$ cat src/hdl/assert_macros.svh
// Assertion helpers. Both sample on the rising edge of clock and are
// switched off while reset is high.
`ifndef ASSERT_MACROS_SVH
`define ASSERT_MACROS_SVH

// Same-cycle implication.
`define GBYI_ASSERT_IMP(lbl, cond, prop) \
   lbl: assert property (@(posedge clock) disable iff (reset) (cond) |-> (prop)) \
      else $error("assertion failed");

// Implication checked on the following edge.
`define GBYI_ASSERT_NXT(lbl, cond, prop) \
   lbl: assert property (@(posedge clock) disable iff (reset) (cond) |=> (prop)) \
      else $error("assertion failed");

`endif

$ cat src/hdl/gbyi_pkg.sv
package gbyi_pkg;

   localparam int RATE_W     = 17;
   localparam int TIME_W     = 32;
   localparam int GAP_W      = 16;
   localparam int THR_W      = 16;
   localparam int CNT_W      = 10;
   localparam int YAW_W      = 26;
   localparam int CSR_IDX_W  = 2;
   localparam int CSR_DATA_W = 16;

   // rate with eight extra fraction bits, and differences of two of those
   localparam int X_W    = RATE_W + 8;
   localparam int U_W    = X_W + 1;
   localparam int N_W    = CNT_W + 1;
   localparam int PROD_W = U_W + GAP_W + 1;
   localparam int STEP_W = PROD_W - 8;
   localparam int V_W    = 36;

   localparam int DIV_STEPS  = U_W;
   localparam int WRAP_SHIFT = 9;
   localparam int WRAP_STEPS = WRAP_SHIFT + 1;
   localparam int SEQ_CNT_W  = $clog2(DIV_STEPS);

   localparam logic [THR_W-1:0] STILL_THR_RST  = THR_W'(128);
   localparam logic [CNT_W-1:0] LOCK_COUNT_RST = CNT_W'(400);
   localparam logic [GAP_W-1:0] MAX_GAP_RST    = GAP_W'(200);

   localparam longint YAW_MOD  = 64'd46080000;
   localparam longint YAW_HALF = 64'd23040000;
   // offset keeps the pre-wrap sum positive for any step size
   localparam longint WRAP_BIAS = YAW_HALF + (YAW_MOD << WRAP_SHIFT);

   localparam logic signed [YAW_W-1:0] YAW_LO = -YAW_W'(YAW_HALF);
   localparam logic signed [YAW_W-1:0] YAW_HI = YAW_W'(YAW_HALF);

   localparam logic signed [RATE_W+1:0] RATE_MAX = (RATE_W+2)'(65535);
   localparam logic signed [RATE_W+1:0] RATE_MIN = -(RATE_W+2)'(65536);

   typedef enum logic [CSR_IDX_W-1:0] {
      CSR_STILL_THRESHOLD = 2'd0,
      CSR_LOCK_COUNT      = 2'd1,
      CSR_MAX_GAP_MS      = 2'd2
   } csr_index_type;

   typedef enum logic [3:0] {
      ST_IDLE,
      ST_CHECK,
      ST_DIV,
      ST_BIAS,
      ST_CALC_U,
      ST_MUL,
      ST_SUM,
      ST_WRAP,
      ST_FIN,
      ST_OUT
   } gbyi_state_type;

   typedef enum logic [3:0] {
      OP_NONE,
      OP_CHECK,
      OP_DIV,
      OP_BIAS,
      OP_CALC_U,
      OP_MUL,
      OP_SUM,
      OP_WRAP,
      OP_FIN
   } gbyi_op_type;

   typedef struct packed {
      logic        capture;
      gbyi_op_type op;
      logic        load_rsp;
   } gbyi_cmd_type;

   typedef struct packed {
      logic sample_ok;
      logic still_update;
   } gbyi_status_type;

endpackage

$ cat src/hdl/gbyi_dp.sv
`include "assert_macros.svh"

module gbyi_dp (
   input  logic                                   clock,
   input  logic                                   reset,
   input  gbyi_pkg::gbyi_cmd_type                 cmd,
   output gbyi_pkg::gbyi_status_type              status,
   input  logic                                   csr_valid,
   input  logic [gbyi_pkg::CSR_IDX_W-1:0]         csr_index,
   input  logic [gbyi_pkg::CSR_DATA_W-1:0]        csr_wdata,
   input  logic signed [gbyi_pkg::RATE_W-1:0]     req_gyro_rate,
   input  logic [gbyi_pkg::TIME_W-1:0]            req_time_ms,
   output logic                                   rsp_accepted,
   output logic signed [gbyi_pkg::YAW_W-1:0]      rsp_yaw_angle,
   output logic signed [gbyi_pkg::RATE_W-1:0]     rsp_yaw_rate,
   output logic                                   rsp_bias_locked
);
   import gbyi_pkg::*;

   // configuration
   logic [THR_W-1:0] thr_ff;
   logic [CNT_W-1:0] lock_cnt_ff;
   logic [GAP_W-1:0] max_gap_ff;

   // architectural state
   logic [TIME_W-1:0]       last_time_ff;
   logic signed [X_W-1:0]   bias_ff;
   logic [CNT_W-1:0]        samples_ff;
   logic                    locked_ff;
   logic signed [YAW_W-1:0] yaw_ff;
   logic signed [RATE_W-1:0] last_rate_ff;

   // working registers
   logic signed [RATE_W-1:0] rate_ff;
   logic [TIME_W-1:0]        time_ff;
   logic [GAP_W-1:0]         gap_ff;
   logic                     ok_ff;
   logic [U_W-1:0]           quot_ff;
   logic [N_W-1:0]           rem_ff;
   logic [N_W-1:0]           n_ff;
   logic                     neg_ff;
   logic signed [U_W-1:0]    u_ff;
   logic signed [PROD_W-1:0] prod_ff;
   logic [V_W-1:0]           v_ff;
   logic [V_W-1:0]           sub_ff;

   logic signed [X_W-1:0]    x;
   logic [TIME_W-1:0]        gap_full;
   logic                     sample_ok;
   logic [RATE_W-1:0]        mag;
   logic                     still;
   logic signed [U_W-1:0]    d;
   logic [U_W-1:0]           d_mag;
   logic [N_W:0]             rem_sh;
   logic                     rem_ge;
   logic [N_W:0]             rem_diff;
   logic signed [U_W-1:0]    q_signed;
   logic signed [U_W-1:0]    bias_sum;
   logic [CNT_W-1:0]         samples_nx;
   logic signed [RATE_W+9:0] rate_rnd;
   logic signed [RATE_W+1:0] rate_div;
   logic signed [RATE_W-1:0] rate_sat;
   logic signed [PROD_W-1:0] prod_c;
   logic signed [PROD_W-1:0] prod_rnd;
   logic signed [STEP_W-1:0] step;
   logic signed [V_W:0]      v_sum;
   logic [YAW_W:0]           yaw_nx;

   assign x        = {rate_ff, 8'd0};
   assign gap_full = time_ff - last_time_ff;
   assign sample_ok = (time_ff > last_time_ff) && (gap_full[TIME_W-1:GAP_W] == '0)
                      && (gap_full[GAP_W-1:0] <= max_gap_ff);
   assign mag      = rate_ff[RATE_W-1] ? RATE_W'(-rate_ff) : RATE_W'(rate_ff);
   assign still    = mag < {1'b0, thr_ff};

   assign status.sample_ok    = sample_ok;
   assign status.still_update = sample_ok && !locked_ff && still;

   assign d     = U_W'(x) - U_W'(bias_ff);
   assign d_mag = d[U_W-1] ? U_W'(-d) : U_W'(d);

   // one restoring-division step per cycle
   assign rem_sh   = {rem_ff, quot_ff[U_W-1]};
   assign rem_ge   = rem_sh >= {1'b0, n_ff};
   assign rem_diff = rem_sh - {1'b0, n_ff};

   assign q_signed   = neg_ff ? -$signed(quot_ff) : $signed(quot_ff);
   assign bias_sum   = U_W'(bias_ff) + q_signed;
   assign samples_nx = n_ff[CNT_W-1:0];

   // rate output: round to 1/128 deg/s and saturate
   assign rate_rnd = (RATE_W+10)'(u_ff) + (RATE_W+10)'(128);
   assign rate_div = rate_rnd[RATE_W+9:8];
   always_comb begin
      if (rate_div > RATE_MAX) begin
         rate_sat = RATE_W'(RATE_MAX);
      end else if (rate_div < RATE_MIN) begin
         rate_sat = RATE_W'(RATE_MIN);
      end else begin
         rate_sat = rate_div[RATE_W-1:0];
      end
   end

   assign prod_c   = u_ff * $signed({1'b0, gap_ff});
   assign prod_rnd = prod_ff + PROD_W'(128);
   assign step     = prod_rnd[PROD_W-1:8];
   assign v_sum    = (V_W+1)'(yaw_ff) + (V_W+1)'(step) + (V_W+1)'(WRAP_BIAS);
   assign yaw_nx   = {1'b0, v_ff[YAW_W-1:0]} - (YAW_W+1)'(YAW_HALF);

   always_ff @(posedge clock) begin
      if (reset) begin
         thr_ff      <= STILL_THR_RST;
         lock_cnt_ff <= LOCK_COUNT_RST;
         max_gap_ff  <= MAX_GAP_RST;
      end else if (csr_valid) begin
         case (csr_index)
            CSR_STILL_THRESHOLD: thr_ff      <= csr_wdata[THR_W-1:0];
            CSR_LOCK_COUNT:      lock_cnt_ff <= csr_wdata[CNT_W-1:0];
            CSR_MAX_GAP_MS:      max_gap_ff  <= csr_wdata[GAP_W-1:0];
            default: ;
         endcase
      end
   end

   always_ff @(posedge clock) begin
      if (reset) begin
         last_time_ff <= '0;
         bias_ff      <= '0;
         samples_ff   <= '0;
         locked_ff    <= 1'b0;
         yaw_ff       <= '0;
         last_rate_ff <= '0;
      end else begin
         case (cmd.op)
            OP_CHECK: begin
               last_time_ff <= time_ff;
               if (sample_ok && !locked_ff && !still) begin
                  bias_ff    <= '0;
                  samples_ff <= '0;
               end
            end
            OP_BIAS: begin
               bias_ff    <= bias_sum[X_W-1:0];
               samples_ff <= samples_nx;
               if (samples_nx >= lock_cnt_ff) begin
                  locked_ff <= 1'b1;
               end
            end
            OP_MUL: last_rate_ff <= rate_sat;
            OP_FIN: yaw_ff <= yaw_nx[YAW_W-1:0];
            default: ;
         endcase
      end
   end

   always_ff @(posedge clock) begin
      if (cmd.capture) begin
         rate_ff <= req_gyro_rate;
         time_ff <= req_time_ms;
      end
      case (cmd.op)
         OP_CHECK: begin
            ok_ff   <= sample_ok;
            gap_ff  <= gap_full[GAP_W-1:0];
            quot_ff <= d_mag;
            rem_ff  <= '0;
            n_ff    <= N_W'(samples_ff) + N_W'(1);
            neg_ff  <= d[U_W-1];
         end
         OP_DIV: begin
            quot_ff <= {quot_ff[U_W-2:0], rem_ge};
            rem_ff  <= rem_ge ? rem_diff[N_W-1:0] : rem_sh[N_W-1:0];
         end
         OP_CALC_U: u_ff <= d;
         OP_MUL:    prod_ff <= prod_c;
         OP_SUM: begin
            v_ff   <= v_sum[V_W-1:0];
            sub_ff <= V_W'(YAW_MOD) << WRAP_SHIFT;
         end
         OP_WRAP: begin
            if (v_ff >= sub_ff) begin
               v_ff <= v_ff - sub_ff;
            end
            sub_ff <= sub_ff >> 1;
         end
         default: ;
      endcase
      if (cmd.load_rsp) begin
         rsp_accepted    <= ok_ff;
         rsp_yaw_angle   <= yaw_ff;
         rsp_yaw_rate    <= last_rate_ff;
         rsp_bias_locked <= locked_ff;
      end
   end

   `GBYI_ASSERT_NXT(a_div_rem_bound, cmd.op == OP_DIV, rem_ff < n_ff)
   `GBYI_ASSERT_NXT(a_yaw_wrapped, cmd.op == OP_FIN, yaw_ff >= YAW_LO && yaw_ff < YAW_HI)
   `GBYI_ASSERT_IMP(a_lock_sticky, 1'b1, !$fell(locked_ff))

endmodule

$ cat src/hdl/gbyi_ctrl.sv
`include "assert_macros.svh"

module gbyi_ctrl (
   input  logic                        clock,
   input  logic                        reset,
   input  logic                        req_valid,
   output logic                        req_ready,
   output logic                        rsp_valid,
   input  logic                        rsp_ready,
   input  gbyi_pkg::gbyi_status_type   status,
   output gbyi_pkg::gbyi_cmd_type      cmd
);
   import gbyi_pkg::*;

   localparam logic [SEQ_CNT_W-1:0] DIV_LAST  = SEQ_CNT_W'(DIV_STEPS - 1);
   localparam logic [SEQ_CNT_W-1:0] WRAP_LAST = SEQ_CNT_W'(WRAP_STEPS - 1);

   gbyi_state_type         state_ff, state_in;
   logic [SEQ_CNT_W-1:0]   cnt_ff, cnt_in;
   logic                   rsp_valid_ff, rsp_valid_in;

   always_ff @(posedge clock) begin
      if (reset) begin
         state_ff     <= ST_IDLE;
         cnt_ff       <= '0;
         rsp_valid_ff <= 1'b0;
      end else begin
         state_ff     <= state_in;
         cnt_ff       <= cnt_in;
         rsp_valid_ff <= rsp_valid_in;
      end
   end

   always_comb begin
      state_in     = state_ff;
      cnt_in       = cnt_ff;
      cmd.capture  = 1'b0;
      cmd.op       = OP_NONE;
      cmd.load_rsp = 1'b0;
      req_ready    = 1'b0;
      case (state_ff)
         ST_IDLE: begin
            req_ready = 1'b1;
            if (req_valid) begin
               cmd.capture = 1'b1;
               state_in    = ST_CHECK;
            end
         end
         ST_CHECK: begin
            cmd.op = OP_CHECK;
            cnt_in = '0;
            if (!status.sample_ok) begin
               state_in = ST_OUT;
            end else if (status.still_update) begin
               state_in = ST_DIV;
            end else begin
               state_in = ST_CALC_U;
            end
         end
         ST_DIV: begin
            cmd.op = OP_DIV;
            cnt_in = cnt_ff + 1'b1;
            if (cnt_ff == DIV_LAST) begin
               state_in = ST_BIAS;
            end
         end
         ST_BIAS: begin
            cmd.op   = OP_BIAS;
            state_in = ST_CALC_U;
         end
         ST_CALC_U: begin
            cmd.op   = OP_CALC_U;
            state_in = ST_MUL;
         end
         ST_MUL: begin
            cmd.op   = OP_MUL;
            state_in = ST_SUM;
         end
         ST_SUM: begin
            cmd.op   = OP_SUM;
            cnt_in   = '0;
            state_in = ST_WRAP;
         end
         ST_WRAP: begin
            cmd.op = OP_WRAP;
            cnt_in = cnt_ff + 1'b1;
            if (cnt_ff == WRAP_LAST) begin
               state_in = ST_FIN;
            end
         end
         ST_FIN: begin
            cmd.op   = OP_FIN;
            state_in = ST_OUT;
         end
         ST_OUT: begin
            if (!rsp_valid_ff || rsp_ready) begin
               cmd.load_rsp = 1'b1;
               state_in     = ST_IDLE;
            end
         end
         default: state_in = ST_IDLE;
      endcase

      if (cmd.load_rsp) begin
         rsp_valid_in = 1'b1;
      end else if (rsp_ready) begin
         rsp_valid_in = 1'b0;
      end else begin
         rsp_valid_in = rsp_valid_ff;
      end
   end

   assign rsp_valid = rsp_valid_ff;

   `GBYI_ASSERT_NXT(a_accept_to_check, req_valid && req_ready, state_ff == ST_CHECK)
   `GBYI_ASSERT_NXT(a_div_ends, state_ff == ST_DIV && cnt_ff == DIV_LAST, state_ff == ST_BIAS)
   `GBYI_ASSERT_IMP(a_no_rsp_overwrite, cmd.load_rsp, !rsp_valid_ff || rsp_ready)

endmodule

$ cat src/hdl/gyro_bias_yaw_integrator.sv
// Channel   Handshake              Payload
// req       req_valid/req_ready    req_gyro_rate, req_time_ms
// rsp       rsp_valid/rsp_ready    rsp_accepted, rsp_yaw_angle, rsp_yaw_rate,
//                                  rsp_bias_locked
// csr       csr_valid/csr_ready    csr_index, csr_wdata (always ready)
//
// One item at a time. A rejected item goes from the check state to output;
// an accepted one passes CALC_U, MUL, SUM, WRAP and FIN first, with a serial
// divide for the running mean ahead while the bias is still being learned
// from a still sample. The 10-step heading wrap follows in every accepted item.
// The result sits in an output register, so the next item is taken while it
// waits; a stalled rsp side holds the block only once the next result is due.
// Reset is synchronous and loads the register defaults; no clearing pass.
module gyro_bias_yaw_integrator (
   input  logic                                   clock,
   input  logic                                   reset,
   input  logic                                   req_valid,
   output logic                                   req_ready,
   input  logic signed [gbyi_pkg::RATE_W-1:0]     req_gyro_rate,
   input  logic [gbyi_pkg::TIME_W-1:0]            req_time_ms,
   output logic                                   rsp_valid,
   input  logic                                   rsp_ready,
   output logic                                   rsp_accepted,
   output logic signed [gbyi_pkg::YAW_W-1:0]      rsp_yaw_angle,
   output logic signed [gbyi_pkg::RATE_W-1:0]     rsp_yaw_rate,
   output logic                                   rsp_bias_locked,
   input  logic                                   csr_valid,
   output logic                                   csr_ready,
   input  logic [gbyi_pkg::CSR_IDX_W-1:0]         csr_index,
   input  logic [gbyi_pkg::CSR_DATA_W-1:0]        csr_wdata
);
   import gbyi_pkg::*;

   gbyi_cmd_type    cmd;
   gbyi_status_type status;

   assign csr_ready = 1'b1;

   gbyi_ctrl u_ctrl (
      .clock     (clock),
      .reset     (reset),
      .req_valid (req_valid),
      .req_ready (req_ready),
      .rsp_valid (rsp_valid),
      .rsp_ready (rsp_ready),
      .status    (status),
      .cmd       (cmd)
   );

   gbyi_dp u_dp (
      .clock           (clock),
      .reset           (reset),
      .cmd             (cmd),
      .status          (status),
      .csr_valid       (csr_valid),
      .csr_index       (csr_index),
      .csr_wdata       (csr_wdata),
      .req_gyro_rate   (req_gyro_rate),
      .req_time_ms     (req_time_ms),
      .rsp_accepted    (rsp_accepted),
      .rsp_yaw_angle   (rsp_yaw_angle),
      .rsp_yaw_rate    (rsp_yaw_rate),
      .rsp_bias_locked (rsp_bias_locked)
   );

endmodule
$ cat config.mk
export PLATFORM = sky130hd
export DESIGN_NAME = gyro_bias_yaw_integrator
export DESIGN_NICKNAME = d
export VERILOG_FILES = /design/src/hdl/gbyi_pkg.sv /design/src/hdl/gbyi_dp.sv /design/src/hdl/gbyi_ctrl.sv /design/src/hdl/gyro_bias_yaw_integrator.sv
export VERILOG_INCLUDE_DIRS = /design/src /design/src/hdl
export SDC_FILE = /design/constraint.sdc
export NUM_CORES = 2
export LEC_CHECK = 0
export CAP_MARGIN = 20
export CORE_MARGIN = 2
export CORE_UTILIZATION = 60
export CTS_BUF_LIST = sky130_fd_sc_hd__clkbuf_8
export DETAILED_ROUTE_END_ITERATION = 10
export DONT_BUFFER_PORTS = 1
export PLACE_DENSITY = 0.73
export SETUP_SLACK_MARGIN = 0.15
export SYNTH_ARGS = -nofsm -noshare
export SYNTH_HDL_FRONTEND = slang
export SYNTH_HIERARCHICAL = 1
export SYNTH_SLANG_ARGS = --single-unit
export TNS_END_PERCENT = 5
$ cat constraint.sdc
create_clock -name clock -period 12.3 [get_ports clock]
set_clock_uncertainty 0.15 [all_clocks]
set_input_delay 2.46 -clock clock [delete_from_list [all_inputs] [get_ports clock]]
set_output_delay 2.46 -clock clock [all_outputs]
set_load 0.1 [all_outputs]
==> flow_summary.toml <==
[outcome]
outcome = "completed"

[floorplan]
die_h_um = 270.8
die_w_um = 270.8
initial_core_util_pct = 60.79
core_um2 = 70270
std_cell_rows = 97
die_area_um2 = 73350
ioPinCount = 120

[worst_setup_path]
cp_cell_sequence = "nand2_1 > fa_1 > inv_1 > fa_1 > inv_1 > fa_1 > inv_1 > fa_1 > fa_1 > inv_1 > fa_1 > inv_1 > ha_1 > a21o_1 > a21o_1 > a221oi_1 > nor2_1 > o2111ai_1 > o211ai_1 > a221oi_1 > o211ai_1 > a21oi_1 > xnor2_1"
worstRegToRegCells = 23
worstSetupPathType = "flip-flop to flip-flop"
r2r_end = "u_dp/prod_ff[42]"
crit_top_cell = "fa_1"
required_ns = 12.58
worst_path_max_delay_cell = "edfxtp_1"
slowest_delay_ns = 0.96
endpoint_kind = "flip-flop"
arrival_ns = 8.00
crit_path_start_kind = "flip-flop"
cp_max_fo = 26
critical_path.top_delay_family = "adder cells"
rrSetupSlack_ns = 4.58
crit_buf_inv = 5
reg2reg_from = "u_dp/gap_ff[10]"

[yosys]
synth_cell_types = 89
yosys-top-cells-area = "edfxtp_1 21%, fa_1 19%, ha_1 10%"
async_flop_share_pct = 0
ys_ff_latch = 456
synth_area_um2 = 42720
synth_nets = 5522
synth_edf_count = 293
synth_largest_area_cell = "edfxtp_1"
synth_ff_type = "edfxtp_1"
ys_seq_area_share_pct = 28.23
netlist_instances = 4701
ys_warn_count = 6
synth_top_area_share_pct = 20.60
syn_avg_cell_area_um2 = 9.087

[cts]
clock_sinks = 456
cts_hold_buf = 0
clk_pin_slew_ns = 0.08
htreeDepth = 3
cts_tree = "built"
cts_setup_buffers = 0
numCtsBuffers = 80
cts-root-buf = "clkbuf_8"
clkLatencyLatePin_ns = 0.71
cts_resized = 0
clk_path_buf_depth = 3

[min_path]
holdPathStages = 0
worstHoldPathType = "flip-flop to flip-flop"
whs_endpoint = "u_dp/rsp_yaw_rate[12]"
hold_start = "u_dp/last_rate_ff[12]"

[job]
max-cap-violations = 0

[final_layout]
seq_area_um2 = 12060
design_area_um2 = 45150
nNetsFinal = 5445
multi_input_area_um2 = 27270
syn2layout_area_growth_pct = 5.697
fillers = 5800
drive_gt1_share_pct = 4.200

[pwr]
power_density_nw_per_um2 = 262.2
p_leak_nw = 19.78
vdd_drop_max_mv = 0.4819

[timing]
timing.slew.headroom_pct = 27.74
fin_hold_ws_ns = 0.2628
fin_crit_ns = 7.721
rsz0062_at_grt = "false"
hold_viol_final = 0
finalSetupTns_ns = 0
drv_slew = 0
setup_viol = 0
tightest_slew_ns = 1.086
max_freq_mhz = 129.5
fin_crit_sh_pct = 62.77

[detailed_routing]
drc = 0
wl_per_cell_um = 17.69
vias = 31930
totalWireLength_um = 99640
drtIter0Drc = 2121
final_antenna_net_count = 0
vias_per_cell = 5.670
drtPass1Iterations = 6

[placement]
gp_congestion = 0.9181
dpl_cell_area_um2 = 43430
io_buffers = 0
hpwl_um = 76470

[global_route]
grt_pass1_wl_um = 162900
groute.usage.overall_pct = 27.48
grt_pass1_vias = 31470
grt_overflow_total = 0
grt_max_degree = 132
antenna_found_initial = 1
-- state kept, by name (all words and copies together) (netlist names), 17 cells and up --
name / count
u_dp/rsp_yaw_angle: 26
u_dp/v_ff: 36
u_dp/prod_ff: 36
u_dp/time_ff: 32
u_dp/quot_ff: 26
u_dp/last_time_ff: 32
u_dp/sub_ff: 35
u_dp/yaw_ff: 26
u_dp/bias_ff: 25
u_dp/rsp_yaw_rate: 17
u_dp/u_ff: 26
u_dp/last_rate_ff: 17
u_dp/rate_ff: 17
-- placed cells by master, fill, tap and decap left out, drive strengths merged, types with 25 or more instances in the layout --
cell type	Yosys	layout
dfxtp	163	163
o21a	32	32
clkbuf	164	86
edfxtp	293	293
o22ai	39	39
clkinv	1	29
nand3	93	93
and3	37	37
nand4	26	26
fa	408	408
a211oi	41	41
nand2	631	631
xor2	94	94
a21o	77	77
nor2b	29	29
ha	341	341
nor2	232	232
buf	22	26
a21oi	291	291
o31ai	26	26
nand2b	36	36
nor3	74	74
xnor2	179	179
or3	28	28
inv	724	748
and2	189	189
o21ai	145	145
a31oi	25	25
-- how the worst max path moves through the flow --
stage | to | slack [ns] | depth (start not counted) | startpoint
final | u_dp/prod_ff[42] | 4.58 | 23 | u_dp/gap_ff[10]
after global routing | u_dp/prod_ff[42] | 4.11 | 23 | u_dp/gap_ff[10]
after CTS | u_dp/prod_ff[42] | 4.57 | 23 | u_dp/gap_ff[10]
after detailed placement | u_dp/prod_ff[42] | 4.57 | 23 | u_dp/gap_ff[10]
after global placement | u_dp/prod_ff[42] | 4.63 | 23 | u_dp/gap_ff[10]
after floorplan | u_dp/prod_ff[42] | 5.32 | 23 | u_dp/u_ff[12]
-- final cells by class --
cell class | count | share of cell area [%]
Tap cell | 940 | 2.605
Antenna cell | 1 | 0.005542
Timing Repair Buffer | 27 | 0.5376
Clock buffer | 85 | 2.591
Clock inverter | 64 | 1.122
Sequential cell | 456 | 26.71
Inverter | 725 | 6.027
Multi-Input combinational cell | 3334 | 60.40
-- cells by family after synthesis --
family                   share of synthesized area [%]
adder cells (fa/ha/maj)                          29.11
buffers and inverters                            8.057
flip-flops                                       28.23
AO/OA/AOI/OAI                                    12.30
multiplexers                                    0.3895
other                                         0.008778
XOR/XNOR                                         5.615
AND/OR/NAND/NOR                                  16.29
-- worst register-to-register path, cell delays in order, from the launching register on --
cell and delay [ns]:
edfxtp_1 0.96, nand2_1 0.18, fa_1 0.57, inv_1 0.05
fa_1 0.50, inv_1 0.05, fa_1 0.47, inv_1 0.05
fa_1 0.50, fa_1 0.54, inv_1 0.05, fa_1 0.52
inv_1 0.04, ha_1 0.33, a21o_1 0.20, a21o_1 0.19
a221oi_1 0.46, nor2_1 0.17, o2111ai_1 0.23, o211ai_1 0.20
a221oi_1 0.54, o211ai_1 0.22, a21oi_1 0.21, xnor2_1 0.08
-- report_power, final --
group / switching [mW] / total, mW / internal [mW]
Clock: 0.687 / 1.47 / 0.785
Combinational: 4.46 / 7.99 / 3.52
Sequential: 0.157 / 2.38 / 2.23
-- through the flow --
step / setup slack [ns] / utilization, % / power (mW) / cells
after floorplan: 5.317 / - / 8.825 / 4701
after global placement: 4.629 / 61.80 / 10.27 / 5479
after detailed placement: 4.572 / 61.80 / 10.41 / 5479
after CTS: 4.566 / 64.19 / 11.93 / 5628
after global routing: 4.114 / 64.26 / 13.20 / 5632
final: 4.579 / 64.26 / 11.84 / 5632
-- routing by layer --
layer / part of all wire (%) / vias to the layer above / global-route usage (%)
met2: 47 / 993 / 45.03
met3: 6.8 / 186 / 5.157
li1: - / 15440 / -
met5: 0 / - / 0
met1: 43 / 15320 / 36.82
met4: 3.2 / 0 / 9.116
-- synth_stat cells, types with 32 or more instances --
cell type    n
a211oi_1    41
a21o_1      77
a21oi_1    290
and2_1     189
and3_1      37
clkbuf_1   164
dfxtp_1    163
edfxtp_1   293
fa_1       408
ha_1       341
inv_1      722
nand2_1    631
nand2b_1    36
nand3_1     93
nor2_1     231
nor3_1      73
o21a_1      32
o21ai_0    138
o22ai_1     39
xnor2_1    179
xor2_1      93
Power figures use the tool's default switching activity.
